==> config.mk <==
export PLATFORM = sky130hd
export DESIGN_NAME = multi_channel_echo_timer
export DESIGN_NICKNAME = d
export VERILOG_FILES = /design/src/hdl/mcet_pkg.sv /design/src/hdl/multi_channel_echo_timer.sv /design/src/hdl/mcet_pick.sv
export SDC_FILE = /design/constraint.sdc
export NUM_CORES = 1
export LEC_CHECK = 0
export BUFFER_PORTS_ARGS = -buffer_cell sky130_fd_sc_hd__buf_2
export CORE_MARGIN = 2
export CORE_UTILIZATION = 60
export DETAILED_ROUTE_END_ITERATION = 8
export PLACE_DENSITY = 0.88
export SLEW_MARGIN = 20
export SYNTH_ARGS = -nofsm -noshare
export SYNTH_HDL_FRONTEND = slang
export SYNTH_HIERARCHICAL = 1
export SYNTH_SLANG_ARGS = --single-unit
==> constraint.sdc <==
create_clock -name clock -period 4.47 [get_ports clock]
set_input_delay 0.894 -clock clock [delete_from_list [all_inputs] [get_ports clock]]
set_output_delay 0.894 -clock clock [all_outputs]
set_load 0.02 [all_outputs]
==> src/hdl/mcet_pkg.sv <==
// Shared field widths, item layout and operation codes for the echo timer.
package mcet_pkg;

   // Input item fields
   localparam int OP_W   = 2;
   localparam int PINS_W = 6;
   localparam int ARM_W  = 3;

   // Result item fields
   localparam int CHAN_W = 3;
   localparam int TIME_W = 16;

   // Stream data widths, padded to whole bytes
   localparam int REQ_DATA_W = 16;
   localparam int RSP_DATA_W = 24;

   typedef enum logic [OP_W-1:0] {
      OP_TICK   = 2'd0,
      OP_SAMPLE = 2'd1,
      OP_ARM    = 2'd2
   } op_type;

endpackage

==> src/hdl/multi_channel_echo_timer.sv <==
// Multi-channel echo timer: top level with input register, state and result register.
// A result passes through the input register and then the result register.
// Throughput: one item per cycle; the pick and state update are one shallow pass.
// A held result stalls the input register only when the consumer is not ready.
// Reset (synchronous, active high) clears the timer, saved pins, armed and ranging
// bits and both valid flags; no clearing pass is needed.
module multi_channel_echo_timer #(
   parameter int CHANNELS   = 6,
   parameter int TIMER_BITS = 16
) (
   input  logic                               clock,
   input  logic                               reset,
   // Input items
   input  logic                               req_tvalid,
   output logic                               req_tready,
   input  logic [mcet_pkg::REQ_DATA_W-1:0]    req_tdata,  // echo_pins[5:0], arm_channel[8:6]
   input  logic [mcet_pkg::OP_W-1:0]          req_tuser,  // op[1:0]
   // Result items
   output logic                               rsp_tvalid,
   input  logic                               rsp_tready,
   output logic [mcet_pkg::RSP_DATA_W-1:0]    rsp_tdata   // channel[2:0], echo_time[18:3]
);
   import mcet_pkg::*;

   localparam int IDX_W = (CHANNELS > 1) ? $clog2(CHANNELS) : 1;
   localparam int PAD_W = RSP_DATA_W - CHAN_W - TIME_W;

   // ---------------- input register ----------------
   logic                  in_valid_ff, in_valid_in;
   logic [OP_W-1:0]       in_op_ff;
   logic [PINS_W-1:0]     in_pins_ff;
   logic [ARM_W-1:0]      in_arm_ff;

   // ---------------- block state ----------------
   logic [CHANNELS-1:0]   last_pins_ff, last_pins_in;
   logic [CHANNELS-1:0]   armed_ff, armed_in;
   logic [CHANNELS-1:0]   ranging_ff, ranging_in;
   logic [TIMER_BITS-1:0] timer_ff, timer_in;

   // ---------------- result register ----------------
   logic                  rsp_valid_ff, rsp_valid_in;
   logic [CHAN_W-1:0]     rsp_chan_ff;
   logic [TIME_W-1:0]     rsp_time_ff;

   logic                  advance;   // result slot free this cycle
   logic                  in_take;   // item in the input register is processed
   logic                  is_sample;
   logic                  emit;      // capture reported
   logic                  start;     // armed channel starts ranging
   logic [CHANNELS-1:0]   pins_ch;
   logic [CHANNELS+PINS_W-1:0] pins_ext;
   logic [CHANNELS-1:0]   diff;
   logic                  found;
   logic [CHANNELS-1:0]   pick_bit;
   logic [IDX_W-1:0]      pick_idx;
   logic [CHANNELS-1:0]   arm_mask;

   // Handshake: the input register drains whenever the result slot can take a new item.
   assign advance    = !rsp_valid_ff || rsp_tready;
   assign in_take    = in_valid_ff && advance;
   assign req_tready = !in_valid_ff || advance;

   always_comb begin
      in_valid_in = in_valid_ff;
      if (req_tvalid && req_tready) begin
         in_valid_in = 1'b1;
      end else if (in_take) begin
         in_valid_in = 1'b0;
      end
   end

   always_ff @(posedge clock) begin
      if (reset) begin
         in_valid_ff <= 1'b0;
      end else begin
         in_valid_ff <= in_valid_in;
      end
      if (req_tvalid && req_tready) begin
         in_op_ff   <= req_tuser;
         in_pins_ff <= req_tdata[PINS_W-1:0];
         in_arm_ff  <= req_tdata[PINS_W+ARM_W-1:PINS_W];
      end
   end

   // Pins above the channel count are dropped; channels from six up see a zero pin.
   assign pins_ext = {{CHANNELS{1'b0}}, in_pins_ff};
   assign pins_ch  = pins_ext[CHANNELS-1:0];
   assign diff     = pins_ch ^ last_pins_ff;

   mcet_pick #(
      .CHANNELS (CHANNELS),
      .IDX_W    (IDX_W)
   ) u_pick (
      .diff     (diff),
      .found    (found),
      .pick_bit (pick_bit),
      .pick_idx (pick_idx)
   );

   // Arm decode; an out-of-range channel matches no bit.
   always_comb begin
      for (int i = 0; i < CHANNELS; i++) begin
         arm_mask[i] = (32'(in_arm_ff) == i);
      end
   end

   assign is_sample = (in_op_ff == OP_SAMPLE);
   assign emit      = in_take && is_sample && found && |(ranging_ff & pick_bit);
   assign start     = in_take && is_sample && found && |(armed_ff & pick_bit);

   // State update: capture first, then a restart of the same channel.
   always_comb begin
      last_pins_in = last_pins_ff;
      armed_in     = armed_ff;
      ranging_in   = ranging_ff;
      timer_in     = timer_ff;
      if (in_take) begin
         case (in_op_ff)
            OP_TICK: begin
               timer_in = timer_ff + TIMER_BITS'(1);
            end
            OP_ARM: begin
               armed_in = armed_ff | arm_mask;
            end
            OP_SAMPLE: begin
               last_pins_in = pins_ch;
               if (emit) begin
                  ranging_in = ranging_ff & ~pick_bit;
               end
               if (start) begin
                  timer_in   = '0;
                  armed_in   = armed_ff & ~pick_bit;
                  ranging_in = ranging_in | pick_bit;
               end
            end
            default: begin
               // unused op: no effect
            end
         endcase
      end
   end

   always_ff @(posedge clock) begin
      if (reset) begin
         last_pins_ff <= '0;
         armed_ff     <= '0;
         ranging_ff   <= '0;
         timer_ff     <= '0;
      end else begin
         last_pins_ff <= last_pins_in;
         armed_ff     <= armed_in;
         ranging_ff   <= ranging_in;
         timer_ff     <= timer_in;
      end
   end

   // Result register: loads on a capture, empties when the consumer takes the item.
   always_comb begin
      rsp_valid_in = rsp_valid_ff;
      if (emit) begin
         rsp_valid_in = 1'b1;
      end else if (rsp_tready) begin
         rsp_valid_in = 1'b0;
      end
   end

   always_ff @(posedge clock) begin
      if (reset) begin
         rsp_valid_ff <= 1'b0;
      end else begin
         rsp_valid_ff <= rsp_valid_in;
      end
      if (emit) begin
         rsp_chan_ff <= CHAN_W'(pick_idx);
         rsp_time_ff <= TIME_W'(timer_ff);
      end
   end

   assign rsp_tvalid = rsp_valid_ff;
   assign rsp_tdata  = {{PAD_W{1'b0}}, rsp_time_ff, rsp_chan_ff};

   // ---------------- assertions ----------------
   // A capture never overwrites a result still waiting.
   a_no_overwrite: assert property (@(posedge clock) disable iff (reset)
      emit |-> (!rsp_valid_ff || rsp_tready))
      else $error("result overwritten while pending");

   // A reported channel stops ranging unless it was armed for a restart.
   a_capture_clears: assert property (@(posedge clock) disable iff (reset)
      (emit && !start) |=> ((ranging_ff & $past(pick_bit)) == '0))
      else $error("ranging bit not cleared after capture");

   // A restart clears the shared timer and leaves the channel ranging.
   a_restart: assert property (@(posedge clock) disable iff (reset)
      start |=> (timer_ff == '0) && ((ranging_ff & $past(pick_bit)) != '0))
      else $error("restart did not clear timer or set ranging");

endmodule

==> src/hdl/mcet_pick.sv <==
// Lowest-set-bit picker: finds the lowest-numbered channel whose pin changed.
module mcet_pick #(
   parameter int CHANNELS = 6,
   parameter int IDX_W    = 3
) (
   input  logic [CHANNELS-1:0] diff,
   output logic                found,
   output logic [CHANNELS-1:0] pick_bit,
   output logic [IDX_W-1:0]    pick_idx
);

   // Isolate the lowest set bit with two's complement
   assign pick_bit = diff & (~diff + CHANNELS'(1));
   assign found    = |diff;

   always_comb begin
      pick_idx = '0;
      for (int i = 0; i < CHANNELS; i++) begin
         if (pick_bit[i]) begin
            pick_idx = pick_idx | IDX_W'(i);
         end
      end
   end

endmodule

==> impl_results.md <==
- Outcome: completed
- Peak VDD IR: 0.395 mV
- Hold/Removal Path Class: reg2reg
- Worst Reg2Reg Path Length in Cells: 6
- Post-synth EDFFs: 30
- Post-Synthesis Cells: 269
- Main synth FF type: dfxtp_1
- Mapped Area: 2920 sq um
- Fin Hold WS: 0.485 ns
- H-tree levels: 3
- Total core area: 4690 sq um
- Multi-input gate area: 1130 sq um
- Root Buffer: clkbuf_8
- Clock sinks: 66
- Synth top area cells: edfxtp_1 (31%), dfxtp_1 (25%), a21oi_1 (3.4%)
- Share of cells above drive strength 1: 21.0%
- R2r setup slk: 1.56 ns
- DR vias: 2112
- Pwr dens: 396 nW/um^2
- Ys async rst share: 0%
- Post-synth cell types: 52
- Hold Path Stages: 2
- Yosys reg bits: 66
- Crit Path Category: reg2reg
- Area Growth Syn to Fin: 13.4%
- Final std cells w/o fill: 363
- # setup viols final: 0
- Starting Density: 62.1%
- Max Cap Viol: 0
- CP Data Arrival Time: 3.11 ns
- GR Util All Layers: 21.9%
- Clk_lat worst skew: 0.34 ns
- Layout Nets: 327
- Pin count of the biggest net entering global routing: 45
- Max Root-Sink Buffers: 2
- Setup Fix Bufs, Post-CTS: 0
- Fmax achieved: 343 MHz
- R2R Path Start: in_pins_ff[0]
- Number of global-route vias before repair: 1915
- Initial antenna violation count: 0
- Routed Antenna Nets: 0
- ANT cells: 0
- Register area: 1620 sq um
- DR WL/cell: 15.0 microns
- Vias per cell: 5.82
- Synth area leader: edfxtp_1
- Die X: 73.7 microns
- Row count: 25
- Yosys top cell area share: 30.9%
- Worst EP required: 4.66 ns
- First-pass GRT wire length: 8800 microns
- Clock transition at path regs: 0.07 ns
- Dpl cell area: 3070 sq um
- Setup tns final: 0 ns
- Worst Setup Start Kind: register
- GRT overflow: 0
- Clock skew: 0.00808 ns
- YS warnings: 6
- Most frequent cells in the layout: dfxtp_1 (36), buf_2 (35), edfxtp_1 (30), a21oi_1 (20), nor2_1 (19)
- Worst setup EP type: register
- DIE AREA: 5430 sq um
- Slew HR: 45.5%
- Final hold vios: 0
- IO buf count: 35
- Crit path max fanout: 15
- Final core utilization: 70.5%
- First drt pass iteration count: 4
- Final period util: 65.2%
- Drt initial violations: 166
- Worst-Margin Slew: 0.805 ns
- TritonCTS clock tree: yes
- Final Instance Area: 3310 sq um
- CTS buffer count: 9
- Post-route minimum period: 2.91 ns
- Cells after DPL: 347
- Mean Syn Cell Area: 10.8 sq um
- Cts repair resizes: 0
- Reg2reg end: timer_ff[8]
- Die Ht: 73.7 microns
- # hold bufs at CTS: 0
- Fillers: 322
- Final HPWL DP: 3550 microns
- Sequential area share after synthesis: 55.6%
- Residual DRC: 0
- RSZ-0062 raised after global routing: false
- Routed WL: 5430 microns
- Routability cong.: 0.900
- Commonest non-fill, non-tap cell in the layout: dfxtp_1
- IO Pins: 48
- Static Leak: 1.20 nW
- Slew Limit Fails: 0
[synth_stat cells (2+ instances only)]
cell type	number
or4_1	3
a211o_1	2
nor2_1	19
or2_2	2
o32ai_1	10
nand3_1	6
clkbuf_8	2
nand2_1	13
o22ai_1	2
a21oi_1	20
nor3_1	12
xor2_1	6
nand2b_1	8
dfxtp_1	36
inv_1	17
and2_1	2
nor4b_1	2
and3_1	2
a22oi_1	7
buf_4	6
clkbuf_1	5
o21ai_0	8
a31oi_1	4
a211oi_1	3
nor4_1	2
nor3b_1	5
nor2b_1	2
edfxtp_1	30
mux2i_1	9
nand3b_1	2
[sequential cells by signal (all words and copies together) (netlist names), named ones only]
| signal | cells |
|---|---|
| armed_ff | 6 |
| in_arm_ff | 3 |
| in_op_ff | 2 |
| in_pins_ff | 6 |
| in_valid_ff | 1 |
| last_pins_ff | 6 |
| rsp_chan_ff | 3 |
| rsp_time_ff | 16 |
| rsp_tvalid | 1 |
| timer_ff | 16 |
[per-stage QoR]
stage               total power [W]  setup slack (ns)
CTS                         0.00132              1.57
global placement           0.000721              1.63
global route                0.00135              1.32
finish                      0.00131              1.56
floorplan                  0.000715              1.59
detailed placement         0.000724              1.61
[critical path: stages, from the launching register on]
cell and delay (ns):
edfxtp_1 0.42, xor2_1 0.27, nor4b_1 0.78, a22oi_1 0.26, a31oi_4 0.33, or2_1 0.52, o32ai_1 0.17
[layout make-up]
type,instances,share of cell area [%]
clock buffers,9,3.75
clock inverters,7,3.52
inverters,17,1.93
multi-input cells,174,34.2
flip-flops and latches,66,49.1
well taps,54,2.04
repair buffers,36,5.53
[where the power goes]
part | total (W) | internal (W) | switching, W
sequential | 0.000651 | 0.000640 | 0.0000108
combinational | 0.0000612 | 0.0000201 | 0.0000411
clock | 0.000597 | 0.000370 | 0.000227
total | 0.00131 | 0.00103 | 0.000279
[kinds of logic after synthesis]
| family | share of synthesized area [%] |
|---|---|
| xor gates and xnor gates | 1.80 |
| buffers and inverters | 6.35 |
| adders and majority gates | 0.429 |
| DFF | 55.6 |
| and+or+nand+nor | 18.5 |
| muxes | 3.09 |
| other | 0.129 |
| AOI/OAI and AO/OA | 14.1 |
[worst max path at each step]
stage | from | to | slack [ns] | cells after the start
final | in_pins_ff[0] | timer_ff[8] | 1.56 | 6
after global routing | in_pins_ff[0] | timer_ff[0] | 1.32 | 6
after CTS | in_pins_ff[0] | timer_ff[8] | 1.57 | 6
after detailed placement | in_pins_ff[0] | timer_ff[13] | 1.61 | 6
after global placement | in_pins_ff[0] | timer_ff[0] | 1.63 | 6
after floorplan | in_pins_ff[0] | rsp_chan_ff[0] | 1.59 | 4
[metal layers]
metal / up-vias / GRT usage [%] / part of all wire [%]
met2: 68 / 34.5 / 48
li1: 1047 / - / -
met3: 15 / 7.00 / 5.3
met1: 982 / 27.3 / 44
met5: - / 0 / 0
met4: 0 / 9.90 / 2.7
No activity file was read; power rests on OpenSTA's default activity.
